===== src/hw/rtl/tcw_pkg.sv =====
`default_nettype none
// ----------------------------------------------------------------------------
// tcw_pkg
// Types and constants shared by the text console writer modules.
// ----------------------------------------------------------------------------
package tcw_pkg;

    // command codes
    localparam logic [2:0] CMD_PUT_CHAR  = 3'd0;
    localparam logic [2:0] CMD_BACKSPACE = 3'd1;
    localparam logic [2:0] CMD_SET_CUR   = 3'd2;
    localparam logic [2:0] CMD_CLEAR     = 3'd3;
    localparam logic [2:0] CMD_READ      = 3'd4;

    localparam logic [7:0] NEWLINE_CODE = 8'h0A;
    localparam logic [7:0] SPACE_CODE   = 8'h20;
    localparam logic [7:0] CLEAR_CODE   = 8'h00;
    localparam logic [7:0] BLANK_ATTR   = 8'h07;

    localparam int QUEUE_DEPTH = 2;

    typedef struct packed {
        logic [2:0] cmd;
        logic [7:0] char_code;
        logic [4:0] row;
        logic [6:0] col;
    } cmd_t;

    typedef struct packed {
        logic [4:0] cursor_row_now;
        logic [6:0] cursor_col_now;
        logic [7:0] read_char;
        logic [7:0] read_attr;
        logic       scrolled;
    } res_t;

    typedef enum logic [2:0] {
        OP_CHAR,
        OP_NEWLINE,
        OP_BACKSPACE,
        OP_SET_CUR,
        OP_CLEAR,
        OP_READ,
        OP_NOP
    } op_kind_t;

    // classified command as it travels through the queue
    typedef struct packed {
        op_kind_t   kind;
        logic [7:0] char_code;
        logic [4:0] row;
        logic [6:0] col;
    } op_t;

endpackage : tcw_pkg
`default_nettype wire


===== src/hw/rtl/tcw_front.sv =====
`default_nettype none
// ----------------------------------------------------------------------------
// tcw_front
// Command intake: takes a command, clamps its address and classifies it
// before pushing it into the queue.
// ----------------------------------------------------------------------------
module tcw_front #(
    parameter int SCREEN_ROWS = 25,
    parameter int SCREEN_COLS = 80
) (
    input  wire            start,
    output logic           busy,
    input  tcw_pkg::cmd_t  command,
    input  wire            queue_full,
    input  wire            back_init,
    output logic           push,
    output tcw_pkg::op_t   op
);
    import tcw_pkg::*;

    assign busy = queue_full | back_init;
    assign push = start & ~busy;

    always_comb
    begin
        op.char_code = command.char_code;
        op.row       = command.row;
        op.col       = command.col;
        if (int'(command.row) > SCREEN_ROWS - 1)
        begin
            op.row = 5'(SCREEN_ROWS - 1);
        end
        if (int'(command.col) > SCREEN_COLS - 1)
        begin
            op.col = 7'(SCREEN_COLS - 1);
        end

        case (command.cmd)
            CMD_PUT_CHAR:  op.kind = (command.char_code == NEWLINE_CODE) ? OP_NEWLINE : OP_CHAR;
            CMD_BACKSPACE: op.kind = OP_BACKSPACE;
            CMD_SET_CUR:   op.kind = OP_SET_CUR;
            CMD_CLEAR:     op.kind = OP_CLEAR;
            CMD_READ:      op.kind = OP_READ;
            default:       op.kind = OP_NOP;
        endcase
    end

endmodule : tcw_front
`default_nettype wire


===== config.mk =====
export PLATFORM = sky130hd
export DESIGN_NAME = tcw_front
export DESIGN_NICKNAME = d
export VERILOG_FILES = /design/src/hw/rtl/tcw_pkg.sv /design/src/hw/rtl/tcw_front.sv
export SDC_FILE = /design/constraint.sdc
export NUM_CORES = 1
export LEC_CHECK = 0
export ABC_AREA = 1
export BUFFER_PORTS_ARGS = -buffer_cell sky130_fd_sc_hd__buf_2
export CORE_AREA = 2 2 39 41
export DETAILED_ROUTE_END_ITERATION = 10
export DIE_AREA = 0 0 41 43
export PLACE_DENSITY = 0.66
export RECOVER_POWER = 25
export SLEW_MARGIN = 20
export SYNTH_ARGS = -nofsm -noshare
export SYNTH_HDL_FRONTEND = slang
export SYNTH_SLANG_ARGS = --single-unit
export TNS_END_PERCENT = 30

===== constraint.sdc =====
create_clock -name vclk -period 0.8
set_clock_uncertainty 0.1 [all_clocks]
set_input_delay 0.12 -clock vclk [all_inputs]
set_output_delay 0.12 -clock vclk [all_outputs]
set_load 0.01 [all_outputs]

==> qor.csv <==
stage,metric,value,unit
yosys,Synth Area in Simple Gates,0.388,
global_routing,vias in the first global route,317,
layout,Clock buffer cells,0,
sta,RSZ-0062 raised after global routing,true,
yosys,post-synthesis compound-gate area fraction,0.132,
yosys,XOR/XNOR Fraction of Synth Area,0,
sta,actual slew at the worst max-slew pin,0.168,ns
layout,multi-input logic area,163,um2
layout,diodes inserted,0,
sta,final hold vios,0,
floorplan,Die Y,43,um
detailed_routing,via count,422,
power,Pwr Density,528,nW/um2
yosys,Synth area leaders,"buf_4 (22%), inv_1 (22%), nand2_1 (15%), a21boi_0 (8.2%), nor2_1 (6.8%)",
floorplan,Core Box Area,1380,um2
floorplan,Horiz. Die Dim,41,um
outcome,status,finished with violations,
layout,area grow syn2layout,102,%
yosys,register area share after synthesis,0,
setup_path,CP cell instances,"buf_6, inv_4, nor2_1, o21ai_0, nand2_1, buf_2",
detailed_routing,DR pass1 iterations,1,
yosys,largest family of logic cells by synthesized area,buffers and inverters,
hold_path,Hold Crit Class,input port to output pin,
layout,register area,0,um2
floorplan,die area,1760,um2
placed_design,pre-CTS setup slack,-0.144,ns
setup_path,CP arrival,0.65,ns
setup_path,buffer and inverter count on the worst path,3,
power,leakage power,0.363,nW
detailed_routing,Iter 0 DRT Violations,0,
yosys,Post-Synthesis Cells,55,
setup_path,Stages on worst setup path,6,
detailed_routing,number of routed nets with antenna violations,0,
layout,fin util,0.400,
global_routing,gr usage total,0.0899,
floorplan,starting density of the core,0.198,
outcome,failing checks,negative setup slack,
sta,period utilisation layout,1.08,
sta,setup TNS,-0.363,ns
placed_design,port bufs,51,
detailed_routing,vias per cell,3.80,
setup_path,Worst path max stage delay,0.14,ns
setup_path,CP endpoint kind,output pin,
layout,nets,123,
placed_design,dpl hpwl,719,um
yosys,Post-synth top cells,"inv_1 (16), nand2_1 (11), buf_4 (8)",
detailed_routing,post-DR wirelength/cell,7.34,um
global_routing,global-route wire length before repair,1200,um
sta,PnR worst setup slack,-0.0662,ns
layout,filler instances,161,
yosys,Synth Warn #,0,
sta,fmax,1.15,GHz
global_routing,GRT overflow,0,
setup_path,Worst path slowest cell,o21ai_0,
setup_path,WS Path Type,input port to output pin,
yosys,cell with the most instances after synthesis,inv_1,
yosys,post-synthesis adder-cell area fraction,0,
global_routing,initial antenna violation count,0,
detailed_routing,final wirelength,815,um
yosys,Yosys top cell area share,0.219,
hold_path,Hold Path Origin,command[19],
setup_path,CP Max Fanout,3,
layout,Seq Cell Count,0,
global_routing,largest net degree at the start of global routing,6,
setup_path,CP required,0.58,ns
yosys,synthesized area per cell,4.98,um2
placed_design,Final Wtd Congestion,0.672,
yosys,Netlist Area Pre-Place,274,um2
sta,Final Max Tran Viols,0,
floorplan,FP Rows,14,
clock_tree,Post-CTS Repair Setup Buffers,0,
setup_path,critical path's top delay family,buffers and inverters,
flow_run,max_cap viols,0,
setup_path,launching element type of the critical path,input port,
clock_tree,cts-stage hold buffer count,0,
yosys,Syn Nets,81,
power,Final Power,0.292,mW
yosys,Synth area leader,buf_4,
sta,max_slew headroom,0.888,
setup_path,Worst Setup SP,command[21],
hold_path,worst hold stages,2,
floorplan,# IOs,51,
yosys,mux cell area share after synthesis,0,
sta,minimum clock period,0.866,ns
sta,Setup-failing EPs final,9,
layout,layout cells sized above 1,0.653,
power,Peak supply drop,170,uV
yosys,post-synth cell types,13,
detailed_routing,Residual DRC,0,
through the flow:
stage                     hold slack (ns)  area [um2]  std cells
after detailed placement            0.339         478        111
after floorplan                     0.188         274         55
after CTS                           0.325         531        111
after global placement              0.337         478        111
after global routing                0.339         553        111
final                               0.324         553        111
final timing paths:
kind,endpoint,slack [ns]
setup / recovery,op[20],-0.07
hold / removal,op[19],0.32
final cells by class:
class              count  share of cell area
inverters             16               0.118
multi-input cells     28               0.294
repair buffers        51               0.552
well taps             16              0.0362
per-layer routing:
layer  routed length [um]  track usage  vias up
li1                     -            -      226
met3                  117      0.00524        0
met2                  409        0.166       30
met1                  287        0.114      166
met4                    0            0        0
met5                    0            0        -
where the power goes:
group / leakage (nW) / total, mW / internal, mW / switching [mW]
sequential: 0 / 0 / 0 / 0
clock: 0 / 0 / 0 / 0
combinational: 0.363 / 0.292 / 0.152 / 0.140
total: 0.363 / 0.292 / 0.152 / 0.140
cell families (layout without fill, tap and decap cells):
family | after synthesis | after routing
AND/OR/NAND/NOR | 23 | 23
AO/OA/AOI/OAI | 5 | 5
buffers and inverters | 27 | 67
cell usage in the layout (no fill, tap or decap):
cell       n
clkbuf_1   3
buf_6      7
a21boi_1   1
nor2_2     3
inv_1     10
o21ai_0    1
nand2_4    1
buf_8      1
buf_2     40
o21ai_4    1
inv_4      2
nor2_1     4
a21boi_0   2
inv_2      4
nand3_1    1
nand2_2    2
nand2_1    9
or2_1      2
nor3_2     1
repair_timing:
item / in CTS / in global routing
pin swaps: 8 / 11
setup endpoints to repair: 9 / 11
resized for setup: 13 / 10
Note: power is estimated with default switching activity, not from simulation.
