$ cat src/hw/rtl/tcw_pkg.sv
`default_nettype none
// ----------------------------------------------------------------------------
// tcw_pkg
// Types and constants shared by the text console writer modules.
// ----------------------------------------------------------------------------
package tcw_pkg;

    // command codes
    localparam logic [2:0] CMD_PUT_CHAR  = 3'd0;
    localparam logic [2:0] CMD_BACKSPACE = 3'd1;
    localparam logic [2:0] CMD_SET_CUR   = 3'd2;
    localparam logic [2:0] CMD_CLEAR     = 3'd3;
    localparam logic [2:0] CMD_READ      = 3'd4;

    localparam logic [7:0] NEWLINE_CODE = 8'h0A;
    localparam logic [7:0] SPACE_CODE   = 8'h20;
    localparam logic [7:0] CLEAR_CODE   = 8'h00;
    localparam logic [7:0] BLANK_ATTR   = 8'h07;

    localparam int QUEUE_DEPTH = 2;

    typedef struct packed {
        logic [2:0] cmd;
        logic [7:0] char_code;
        logic [4:0] row;
        logic [6:0] col;
    } cmd_t;

    typedef struct packed {
        logic [4:0] cursor_row_now;
        logic [6:0] cursor_col_now;
        logic [7:0] read_char;
        logic [7:0] read_attr;
        logic       scrolled;
    } res_t;

    typedef enum logic [2:0] {
        OP_CHAR,
        OP_NEWLINE,
        OP_BACKSPACE,
        OP_SET_CUR,
        OP_CLEAR,
        OP_READ,
        OP_NOP
    } op_kind_t;

    // classified command as it travels through the queue
    typedef struct packed {
        op_kind_t   kind;
        logic [7:0] char_code;
        logic [4:0] row;
        logic [6:0] col;
    } op_t;

endpackage : tcw_pkg
`default_nettype wire

$ cat src/hw/rtl/tcw_queue.sv
`default_nettype none
// ----------------------------------------------------------------------------
// tcw_queue
// Short FIFO of classified commands between intake and execution.
// ----------------------------------------------------------------------------
module tcw_queue (
    input  wire           clk,
    input  wire           rst_n,
    input  wire           push,
    input  tcw_pkg::op_t  push_op,
    input  wire           pop,
    output tcw_pkg::op_t  head_op,
    output logic          empty,
    output logic          full
);
    import tcw_pkg::*;

    localparam int PTR_W = $clog2(QUEUE_DEPTH);

    op_t                entry_reg [QUEUE_DEPTH];
    logic [PTR_W-1:0]   wr_ptr_reg, wr_ptr_next;
    logic [PTR_W-1:0]   rd_ptr_reg, rd_ptr_next;
    logic [PTR_W:0]     count_reg, count_next;

    assign empty   = (count_reg == '0);
    assign full    = (count_reg == (PTR_W+1)'(QUEUE_DEPTH));
    assign head_op = entry_reg[rd_ptr_reg];

    always_comb
    begin
        wr_ptr_next = wr_ptr_reg;
        rd_ptr_next = rd_ptr_reg;
        count_next  = count_reg;
        if (push)
        begin
            wr_ptr_next = (wr_ptr_reg == PTR_W'(QUEUE_DEPTH - 1)) ? '0 : wr_ptr_reg + 1'b1;
        end
        if (pop)
        begin
            rd_ptr_next = (rd_ptr_reg == PTR_W'(QUEUE_DEPTH - 1)) ? '0 : rd_ptr_reg + 1'b1;
        end
        if (push && !pop)
        begin
            count_next = count_reg + 1'b1;
        end
        else if (pop && !push)
        begin
            count_next = count_reg - 1'b1;
        end
    end

    always_ff @(posedge clk or negedge rst_n)
    begin
        if (!rst_n)
        begin
            wr_ptr_reg <= '0;
            rd_ptr_reg <= '0;
            count_reg  <= '0;
        end
        else
        begin
            wr_ptr_reg <= wr_ptr_next;
            rd_ptr_reg <= rd_ptr_next;
            count_reg  <= count_next;
        end
    end

    always_ff @(posedge clk)
    begin
        if (push)
        begin
            entry_reg[wr_ptr_reg] <= push_op;
        end
    end

endmodule : tcw_queue
`default_nettype wire

$ cat config.mk
export PLATFORM = sky130hd
export DESIGN_NAME = tcw_queue
export DESIGN_NICKNAME = d
export VERILOG_FILES = /design/src/hw/rtl/tcw_pkg.sv /design/src/hw/rtl/tcw_queue.sv
export SDC_FILE = /design/constraint.sdc
export NUM_CORES = 1
export LEC_CHECK = 0
export ABC_AREA = 1
export BUFFER_PORTS_ARGS = -buffer_cell sky130_fd_sc_hd__buf_2
export CAP_MARGIN = 40
export CORE_MARGIN = 2
export CORE_UTILIZATION = 49
export CTS_BUF_LIST = sky130_fd_sc_hd__clkbuf_8
export DETAILED_ROUTE_END_ITERATION = 10
export PLACE_DENSITY_LB_ADDON = 0.12
export SYNTH_ARGS = -nofsm -noshare
export SYNTH_HDL_FRONTEND = slang
export SYNTH_SLANG_ARGS = --single-unit
$ cat constraint.sdc
create_clock -name clk -period 1.95 [get_ports clk]
set_clock_uncertainty 0.1 [all_clocks]
set_input_delay 0.0975 -clock clk [delete_from_list [all_inputs] [get_ports clk]]
set_output_delay 0.0975 -clock clk [all_outputs]
set_load 0.03 [all_outputs]
==> results of run 1 <==
## where the power goes
part / leakage, nW / switching [mW] / internal, mW / total, mW
sequential: 0.479 / 0.0832 / 1.43 / 1.51
clock: 0.0466 / 0.276 / 0.236 / 0.512
combinational: 0.590 / 0.877 / 0.611 / 1.49
total: 1.12 / 1.24 / 2.28 / 3.51
## worst register-to-register path, cell delays in order (launching register included)
cell,delay [ns]
sky130_fd_sc_hd__dfrtp_1,0.42
sky130_fd_sc_hd__nor2_2,0.13
sky130_fd_sc_hd__buf_4,0.23
## metal layers
| layer | GRT usage (%) | part of all wire [%] | vias to the layer above |
|---|---|---|---|
| met5 | 0 | 0 | - |
| met4 | 8.418 | 0.71 | 0 |
| met3 | 3.500 | 5.9 | 2 |
| met2 | 27.23 | 57 | 37 |
| met1 | 16.93 | 37 | 506 |
| li1 | - | - | 529 |
## per-stage QoR
| stage | util (%) | instances |
|---|---|---|
| finish | 66.46 | 234 |
| CTS | 66.46 | 234 |
| floorplan | - | 97 |
| detailed placement | 57.92 | 201 |
| global route | 66.46 | 234 |
| global placement | 57.92 | 201 |
## cells in the final DEF, fill, tap and decap left out
master | netlist | final
sky130_fd_sc_hd__nor2_2 | 0 | 1
sky130_fd_sc_hd__mux2_4 | 19 | 19
sky130_fd_sc_hd__xor2_1 | 2 | 2
sky130_fd_sc_hd__nand2_1 | 5 | 5
sky130_fd_sc_hd__xnor2_1 | 1 | 1
sky130_fd_sc_hd__dlygate4sd3_1 | 0 | 26
sky130_fd_sc_hd__buf_4 | 0 | 6
sky130_fd_sc_hd__ha_1 | 1 | 1
sky130_fd_sc_hd__mux2_2 | 4 | 4
sky130_fd_sc_hd__inv_1 | 7 | 9
sky130_fd_sc_hd__clkbuf_8 | 0 | 5
sky130_fd_sc_hd__nand4_1 | 1 | 1
sky130_fd_sc_hd__dfrtp_1 | 4 | 4
sky130_fd_sc_hd__buf_2 | 0 | 51
sky130_fd_sc_hd__edfxtp_1 | 46 | 46
sky130_fd_sc_hd__nand3_1 | 1 | 1
sky130_fd_sc_hd__nor2_1 | 3 | 2
## cells by family after synthesis
logic type                 Yosys count  synth area share [%]
muxes                               23                 16.77
xor gates and xnor gates             3                 1.334
buffers and inverters               10                 3.939
adders and majority gates            1                0.6352
DFF                                 50                 75.22
and+or+nand+nor                     10                 2.097
## final cells by class
cell class	count	area, sq um	share of cell area (%)
Timing Repair Buffer	83	560.5	21.39
Tap cell	50	62.56	2.388
Clock buffer	5	68.82	2.627
Clock inverter	2	7.507	0.2865
Inverter	7	26.28	1.003
Multi-Input combinational cell	37	412.9	15.76
Sequential cell	50	1481	56.54
## repair_timing
item / in CTS / in global routing
setup buffers: 0 / 0
hold buffers: 26 / 0
endpoints found under the hold margin: 52 / 0
## worst paths after layout
| check | to |
|---|---|
| max in group asynchronous | rd_ptr_reg$_DFFE_PN0P_ |
| hold reg to reg | wr_ptr_reg$_DFFE_PN0P_ |
| min in group clk | wr_ptr_reg$_DFFE_PN0P_ |
| setup reg to reg | entry_reg[0][7]$_DFFE_PP_ |
| setup / recovery | head_op[3] |
| hold / removal | count_reg[0]$_DFFE_PN0P_ |
==> summary.md, run 1 <==
| Metric | Value |
|---|---|
| Status | finished, final reports clean |
| H-tree depth reported by CTS | 2 |
| Number of flip-flops under the largest register name | 46 |
| Remaining DRCs | 0 |
| Layout area overhead | 33.04% |
| Post-Route Setup TNS | 0 ns |
| Overflow left after global routing | 0 |
| Cell leakage power | 1.116 nW |
| Number of filler cells placed in the layout | 292 |
| Total clock buffers created by CTS | 5 |
| TritonCTS clock tree | built |
| Number of library cell types mapped by synthesis | 14 |
| Asr flop ratio synth | 8.000% |
| FMAX | 0.6131 GHz |
| Slowest CP cell | sky130_fd_sc_hd__mux2_2 |
| Area fraction of the dominant cell type after synthesis | 70.14% |
| Required @ worst endpoint | 1.75 ns |
| Routed len/inst | 13.29 microns |
| Sequence of cells on the critical path | buf_4 > mux2_2 > buf_2 |
| Number of nets still failing antenna checks after routing | 0 |
| Ant diodes | 0 |
| Total detailed-routing wirelength | 3111 microns |
| Total cell area at the placement stage | 0.002283 sq mm |
| Vias per cell | 4.590 |
| Setup CP Type | flop to primary output |
| Antenna violations before repair | 0 |
| Final hold slack | 0.04287 ns |
| CTS sink count | 50 |
| Mapped Nets | 125 |
| Number of vias after detailed routing | 1074 |
| Placeable core area | 0.003943 sq mm |
| Max-slew violations | 0 |
| X dimension of the die | 67.40 microns |
| Longest individual stage delay on the worst path | 0.37 ns |
| Startpoint Class | flop |
| Reg-to-reg setup timing slack | 0.77 ns |
| Logic depth of the worst path, buffers included | 3 |
| VDD IR max | 799.5 uV |
| Minimum setup slack after placement | 0.6075 ns |
| Count of cells resized by post-cts repair | 0 |
| Setup repair after global routing missed its margin | false |
| Vias in the first global route | 1107 |
| Leading post-synthesis cells by instance count | 46 x sky130_fd_sc_hd__edfxtp_1, 19 x sky130_fd_sc_hd__mux2_4, 7 x sky130_fd_sc_hd__inv_1 |
| Insertion delay of the later-clocked pin in the worst-skew pair | 0.28 ns |
| DIE HEIGHT | 67.40 microns |
| Start point of the critical path | rd_ptr_reg$_DFFE_PN0P_ |
| Top post-synthesis cells by area | sky130_fd_sc_hd__edfxtp_1 70%, sky130_fd_sc_hd__mux2_4 14%, sky130_fd_sc_hd__dfrtp_1 5.1% |
| Crit share post-route | 83.64% |
| Critical path peak fanout | 14 |
| Post-synthesis average cell area | 20.30 sq um |
| Register bit total from synthesis | 50 |
| Post-Layout Inst Area | 0.002620 sq mm |
| Pwr/cell area | 1341 mW/mm^2 |
| Total number of yosys warnings | 0 |
| All-Layer GR Usage | 15.33% |
| Count of buffer and inverter cells on the critical path | 2 |
| Least setup slack across all paths after layout | 0.3190 ns |
| Global-route wire length before repair | 4850 microns |
| Commonest register cell after synthesis | sky130_fd_sc_hd__edfxtp_1 |
| Count of maximum capacitance violations | 0 |
| Routability-driven placement congestion ratio | 0.6172 |
| Most used standard cell by instance count after synthesis | sky130_fd_sc_hd__edfxtp_1 |
| Initial DRT Pass Iterations | 4 |
| Fraction of final layout cells sized beyond drive strength 1 | 46.74% |
| Number of hold-slack violations in the final timing report | 0 |
| Cell Area, Synth | 0.001969 sq mm |
| Worst flop-to-flop path startpoint | wr_ptr_reg$_DFFE_PN0P_ |
| Initial Utilization | 49.95% |
| CTS Root Cell | sky130_fd_sc_hd__clkbuf_8 |
| Synth area leader | sky130_fd_sc_hd__edfxtp_1 |
| Kind of end point of the critical path | primary output |
| Count of port buffers added during placement | 51 |
| Number of enable-type register cells in the synthesized netlist | 46 |
| Design Power | 3.514 mW |
| Data arrival time of the critical path | 1.43 ns |
| Total half-perimeter wirelength after legalization and detailed placement | 2163 microns |
| Sequential area share after synthesis | 75.22% |
| Count of standard-cell rows | 23 |
| Number of endpoints failing setup at the final stage | 0 |
| Largest net degree at the start of global routing | 15 |
| Layout net count | 212 |
| Final period demand of the worst path | 1.631 ns |
| HP Class | input pin to async pin |
| Cell type group with the largest total delay on the critical path | buffers and inverters |
| Total die area | 0.004542 sq mm |
| Register clock-pin slew on the reported worst setup and hold paths | 0.07 ns |
| Worst-case reg-to-reg path depth | 2 |
| Max Root-Sink Buffers | 2 |
| Worst-case headroom to the max-slew limit | 84.06% |
| Number of violations reported at the end of detailed-routing iteration 0 | 35 |
| Cell count after synthesis | 97 |
| Worst-margin pin slew | 0.2391 ns |
| Number of ports placed on the die boundary | 52 |
Power figures use the tool's default switching activity.
==> run 2, diff against run 1 <==
- ABC_AREA: 1 -> 0
- CORE_UTILIZATION: 49 -> 54
- clock period: 1.95 -> 1.7 ns (I/O delays scaled with it)
==> summary.md, run 2 <==
| Metric | Value |
|---|---|
| Post-Route Setup TNS | 0 ns |
| Total half-perimeter wirelength after legalization and detailed placement | 2057 microns |
| Top library cells by usage in the layout, fill and taps aside | 51 x sky130_fd_sc_hd__buf_2, 46 x sky130_fd_sc_hd__edfxtp_1, 26 x sky130_fd_sc_hd__dlygate4sd3_1 |
| Area fraction of the dominant cell type after synthesis | 70.86% |
| Count of buffer and inverter cells on the critical path | 2 |
| All-Layer GR Usage | 17.18% |
| Vias in the first global route | 1105 |
| Total die area | 0.004106 sq mm |
| Total clock buffers created by CTS | 5 |
| Number of endpoints failing setup at the final stage | 0 |
| HP Class | input pin to async pin |
| TritonCTS clock tree | built |
| Routability-driven placement congestion ratio | 0.6236 |
| Register bit total from synthesis | 50 |
| Leading post-synthesis cells by instance count | 46 x sky130_fd_sc_hd__edfxtp_1, 19 x sky130_fd_sc_hd__mux2_4, 4 x sky130_fd_sc_hd__dfrtp_1, 4 x sky130_fd_sc_hd__mux2_2, 4 x sky130_fd_sc_hd__xor2_1 |
| Final period demand of the worst path | 1.624 ns |
| Worst-margin pin slew | 0.2384 ns |
| Longest individual stage delay on the worst path | 0.37 ns |
| Vias per cell | 4.756 |
| Setup repair after global routing missed its margin | false |
| Remaining DRCs | 0 |
| Cell Area, Synth | 0.001949 sq mm |
| Pwr/cell area | 1605 mW/mm^2 |
| Minimum setup slack after placement | 0.3795 ns |
| Number of enable-type register cells in the synthesized netlist | 46 |
| Number of ports placed on the die boundary | 52 |
| Number of buffers added for setup after CTS | 0 |
| Cell count after synthesis | 88 |
| Critical path peak fanout | 14 |
| Mapped Nets | 116 |
| Cts-stage hold buffer count | 26 |
| Count of port buffers added during placement | 51 |
| Setup CP Type | flop to primary output |
| Cell type group with the largest total delay on the critical path | buffers and inverters |
| Crit share post-route | 95.55% |
| CTS sink count | 50 |
| Number of hold-slack violations in the final timing report | 0 |
| Overflow left after global routing | 0 |
| H-tree depth reported by CTS | 2 |
| Placeable core area | 0.003390 sq mm |
| Insertion delay of the later-clocked pin in the worst-skew pair | 0.29 ns |
| Startpoint Class | flop |
| VDD IR max | 1185 uV |
| Largest net degree at the start of global routing | 17 |
| Number of violations reported at the end of detailed-routing iteration 0 | 30 |
| Post-synthesis average cell area | 22.15 sq um |
| Max-slew violations | 0 |
| Fraction of final layout cells sized beyond drive strength 1 | 50.29% |
| Total number of yosys warnings | 0 |
| Antenna violations before repair | 0 |
| Number of library cell types mapped by synthesis | 13 |
| Ant diodes | 0 |
| Cell leakage power | 1.091 nW |
| Register clock-pin slew on the reported worst setup and hold paths | 0.08 ns |
| Least setup slack across all paths after layout | 0.07557 ns |
| Max Root-Sink Buffers | 2 |
| Routed len/inst | 13.85 microns |
| FMAX | 0.6156 GHz |
| Worst-case headroom to the max-slew limit | 84.11% |
| Count of maximum capacitance violations | 0 |
| Commonest non-fill, non-tap cell in the layout | sky130_fd_sc_hd__buf_2 |
| Global-route wire length before repair | 5126 microns |
| Layout net count | 203 |
| Sequential area share after synthesis | 75.99% |
| Status | finished, final reports clean |
| Synth area leader | sky130_fd_sc_hd__edfxtp_1 |
| Design Power | 4.216 mW |
| X dimension of the die | 64.08 microns |
| Sequence of cells on the critical path | buf_4 > mux2_2 > buf_2 |
| Initial Utilization | 57.51% |
| Commonest register cell after synthesis | sky130_fd_sc_hd__edfxtp_1 |
| Number of vias after detailed routing | 1051 |
| Asr flop ratio synth | 8.000% |
| Slowest CP cell | sky130_fd_sc_hd__mux2_2 |
| Required @ worst endpoint | 1.51 ns |
| Data arrival time of the critical path | 1.44 ns |
| Layout area overhead | 34.72% |
| Kind of end point of the critical path | primary output |
| Post-Layout Inst Area | 0.002626 sq mm |
| Top post-synthesis cells by area | sky130_fd_sc_hd__edfxtp_1 71%, sky130_fd_sc_hd__mux2_4 15%, sky130_fd_sc_hd__dfrtp_1 5.1% |
| DIE HEIGHT | 64.08 microns |
| CTS Root Cell | sky130_fd_sc_hd__clkbuf_8 |
| Number of nets still failing antenna checks after routing | 0 |
| Total detailed-routing wirelength | 3060 microns |
| Total cell area at the placement stage | 0.002258 sq mm |
| Number of flip-flops under the largest register name | 46 |
| Most used standard cell by instance count after synthesis | sky130_fd_sc_hd__edfxtp_1 |
| Count of cells resized by post-cts repair | 0 |
| Count of standard-cell rows | 21 |
| Initial DRT Pass Iterations | 4 |
[run 2: final cells by class]
cell class | instances | area [sq um]
Multi-Input combinational cell | 34 | 415.4
Clock buffer | 5 | 68.82
Timing Repair Buffer | 83 | 560.5
Fill cell | 190 | 763.2
Sequential cell | 50 | 1481
Inverter | 1 | 3.754
Clock inverter | 2 | 38.79
Tap cell | 46 | 57.56
[run 2: worst paths after layout]
| path | end | slack [ns] | start | cells past startpoint |
|---|---|---|---|---|
| setup / recovery | head_op[8] | 0.08 | rd_ptr_reg$_DFFE_PN0P_ | 3 |
| hold / removal | count_reg[1]$_DFFE_PN0P_ | 0.02 | rst_n | 2 |
| setup reg to reg | entry_reg[1][11]$_DFFE_PP_ | 0.50 | wr_ptr_reg$_DFFE_PN0P_ | 2 |
| hold reg to reg | count_reg[1]$_DFFE_PN0P_ | 0.40 | count_reg[1]$_DFFE_PN0P_ | 1 |
| max in group asynchronous | rd_ptr_reg$_DFFE_PN0P_ | 1.35 | rst_n | 2 |
| min in group clk | count_reg[1]$_DFFE_PN0P_ | 0.40 | count_reg[1]$_DFFE_PN0P_ | 1 |
[run 2: cells by family after synthesis]
family / share of synthesized area (%)
mux: 16.94
fa+ha+maj: 0.6417
xor+xnor: 2.246
buf+inv: 2.824
simple gates: 1.348
flops: 75.99
[run 2: through the flow]
stage          hold WS [ns]  utilization, %  cells
4_1_cts             0.01672           77.48    221
6_report            0.02438           77.48    221
2_1_floorplan       -0.3106               -     88
5_1_grt             0.03339           77.48    221
3_3_place_gp        -0.2067           66.63    188
3_5_place_dp        -0.1972           66.63    188
[run 2: power breakdown]
group	internal (mW)	total (mW)	switching, mW
registers	1.64	1.74	0.0972
logic	0.704	1.68	0.979
clock network	0.433	0.794	0.361
total	2.78	4.22	1.44
[run 2: per-layer routing]
metal | part of all wire (%) | routed length (microns) | global-route usage, % | up-vias
met4 | 1.4 | 44 | 8.152 | 0
li1 | - | - | - | 508
met3 | 4.9 | 149 | 3.873 | 5
met5 | 0 | 0 | 0 | -
met1 | 41 | 1243 | 20.27 | 507
met2 | 53 | 1623 | 29.69 | 31
==> run 3, diff against run 2 <==
- CORE_UTILIZATION: 54 -> 48
- clock period: 1.7 -> 1.3 ns (I/O delays scaled with it)
==> summary.md, run 3 (synthesized netlist as in run 2, its figures left out) <==
| Metric | Value |
|---|---|
| Status | finished, violations left |
| Failing checks | negative setup slack |
| Max-slew violations | 0 |
| Register clock-pin slew on the reported worst setup and hold paths | 0.08 ns |
| Count of port buffers added during placement | 51 |
| Routed len/inst | 14.31 microns |
| Final period demand of the worst path | 1.531 ns |
| Required @ worst endpoint | 1.13 ns |
| Commonest non-fill, non-tap cell in the layout | sky130_fd_sc_hd__edfxtp_1 |
| Number of ports placed on the die boundary | 52 |
| Number of endpoints failing setup at the final stage | 23 |
| Pwr/cell area | 2103 mW/mm^2 |
| Wire length on met2 | 1788 microns |
| CTS Root Cell | sky130_fd_sc_hd__clkbuf_8 |
| Layout area overhead | 44.48% |
| VDD IR max | 1237 uV |
| Worst-case headroom to the max-slew limit | 89.17% |
| Remaining DRCs | 0 |
| Startpoint Class | flop |
| Cell leakage power | 1.172 nW |
| Final hold slack | 0.01050 ns |
| Worst-case reg-to-reg path depth | 2 |
| Number of flip-flops under the largest register name | 46 |
| Start point of the critical path | rd_ptr_reg$_DFFE_PN0P_ |
| Number of filler cells placed in the layout | 251 |
| FMAX | 0.6531 GHz |
| HP Class | input pin to async pin |
| Worst-margin pin slew | 0.1624 ns |
| Kind of end point of the critical path | primary output |
| Total half-perimeter wirelength after legalization and detailed placement | 2169 microns |
| H-tree depth reported by CTS | 2 |
| Final core utilization | 71.44% |
| Cell total after placement | 195 |
| All-Layer GR Usage | 15.16% |
| Placeable core area | 0.003943 sq mm |
| Antenna violations before repair | 0 |
| Overflow left after global routing | 0 |
| Largest net degree at the start of global routing | 15 |
| Number of violations reported at the end of detailed-routing iteration 0 | 31 |
| Data arrival time of the critical path | 1.37 ns |
| Total detailed-routing wirelength | 3291 microns |
| Initial DRT Pass Iterations | 4 |
| Routability-driven placement congestion ratio | 0.6547 |
| Top library cells by usage in the layout, fill and taps aside | 46 x sky130_fd_sc_hd__edfxtp_1, 28 x sky130_fd_sc_hd__buf_2, 26 x sky130_fd_sc_hd__dlygate4sd3_1 |
| Routed met3 length | 137 microns |
| Layout net count | 207 |
| Fraction of final layout cells sized beyond drive strength 1 | 51.67% |
| Design Power | 5.923 mW |
| Critical path destination | head_op[7] |
| CTS sink count | 50 |
| Vias per cell | 4.709 |
| Insertion delay of the later-clocked pin in the worst-skew pair | 0.28 ns |
| Length of routed wiring on met1 | 1351 microns |
| Count of standard-cell rows | 23 |
| Setup repair after global routing missed its margin | true |
| Ant diodes | 0 |
| TritonCTS clock tree | built |
| Total clock buffers created by CTS | 5 |
| Worst flop-to-flop path startpoint | wr_ptr_reg$_DFFE_PN0P_ |
| Crit share post-route | 117.8% |
| Number of nets still failing antenna checks after routing | 0 |
| Number of hold-slack violations in the final timing report | 0 |
| Worst reg2reg endpoint | entry_reg[1][6]$_DFFE_PP_ |
| Number of vias after detailed routing | 1083 |
| Top layer reached by signal wires | met4 |
| Max Root-Sink Buffers | 2 |
| Post-Route Setup TNS | -5.029 ns |
| Number of buffers added for setup after CTS | 0 |
| Total die area | 0.004587 sq mm |
| DIE HEIGHT | 67.73 microns |
| Post-route non-filler standard cell count | 230 |
| Reg-to-reg setup timing slack | 0.09 ns |
| Critical path peak fanout | 5 |
| Setup CP Type | flop to primary output |
| Least setup slack across all paths after layout | -0.2311 ns |
| Vias in the first global route | 1087 |
| Initial Utilization | 49.44% |
| Count of maximum capacitance violations | 0 |
| Global-route wire length before repair | 4878 microns |
| X dimension of the die | 67.73 microns |
## run 3: cell count changes in the layout (fill, tap and decap cells not counted), moves of 2 or more
cell | before | now
sky130_fd_sc_hd__mux2_2 | 4 | 2
sky130_fd_sc_hd__buf_8 | 0 | 2
sky130_fd_sc_hd__buf_6 | 0 | 25
sky130_fd_sc_hd__mux2_4 | 19 | 21
sky130_fd_sc_hd__buf_2 | 51 | 28
## run 3: worst min path at each step
stage,startpoint,endpoint,slack (ns),cells after the start
after floorplan,rst_n,count_reg[0]$_DFFE_PN0P_,-0.33,0
after global routing,rst_n,count_reg[0]$_DFFE_PN0P_,0.007,2
final,rst_n,count_reg[1]$_DFFE_PN0P_,0.01,2
after global placement,rst_n,count_reg[1]$_DFFE_PN0P_,-0.23,1
after detailed placement,rst_n,count_reg[1]$_DFFE_PN0P_,-0.22,1
after CTS,rst_n,wr_ptr_reg$_DFFE_PN0P_,0.002,2
## run 3: timing repair
action	CTS	global route
hold buffers	26	0
endpoints found under the setup margin	23	23
endpoints found under the hold margin	52	0
gates resized for setup	55	1
cloned	1	0
## run 3: where the power goes
group	leakage [nW]	internal (mW)	total, mW	switching (mW)
Clock	0.0468	0.363	0.819	0.456
Sequential	0.477	2.15	2.31	0.155
Combinational	0.648	1.42	2.80	1.38
## run 3: stage by stage
step	cell area [sq um]	setup slack, ns
6_report	2816	-0.2311
5_1_grt	2816	-0.2833
4_1_cts	2813	-0.2408
3_5_place_dp	2292	0.03820
3_3_place_gp	2292	0.07240
2_1_floorplan	1958	0.01439
## run 3: area by class of cell
type,instances,area (sq um),share of cell area [%]
Sequential cell,50,1483,52.64
Timing Repair Buffer,87,757.0,26.88
Multi-Input combinational cell,34,429.2,15.24
Clock buffer,5,68.82,2.443
Tap cell,50,62.56,2.221
Clock inverter,3,12.51,0.4442
Inverter,1,3.754,0.1333
## run 3: per-layer routing
metal  global-route usage [%]  vias up
met5                        0        -
met4                    4.592        0
met3                    5.000        2
met2                    26.23       35
met1                    17.89      531
li1                         -      515
## run 3: worst max-delay path, cell delays in order (launching register included)
cell	delay, ns
sky130_fd_sc_hd__dfrtp_2	0.45
sky130_fd_sc_hd__buf_6	0.16
sky130_fd_sc_hd__mux2_2	0.34
sky130_fd_sc_hd__buf_6	0.14
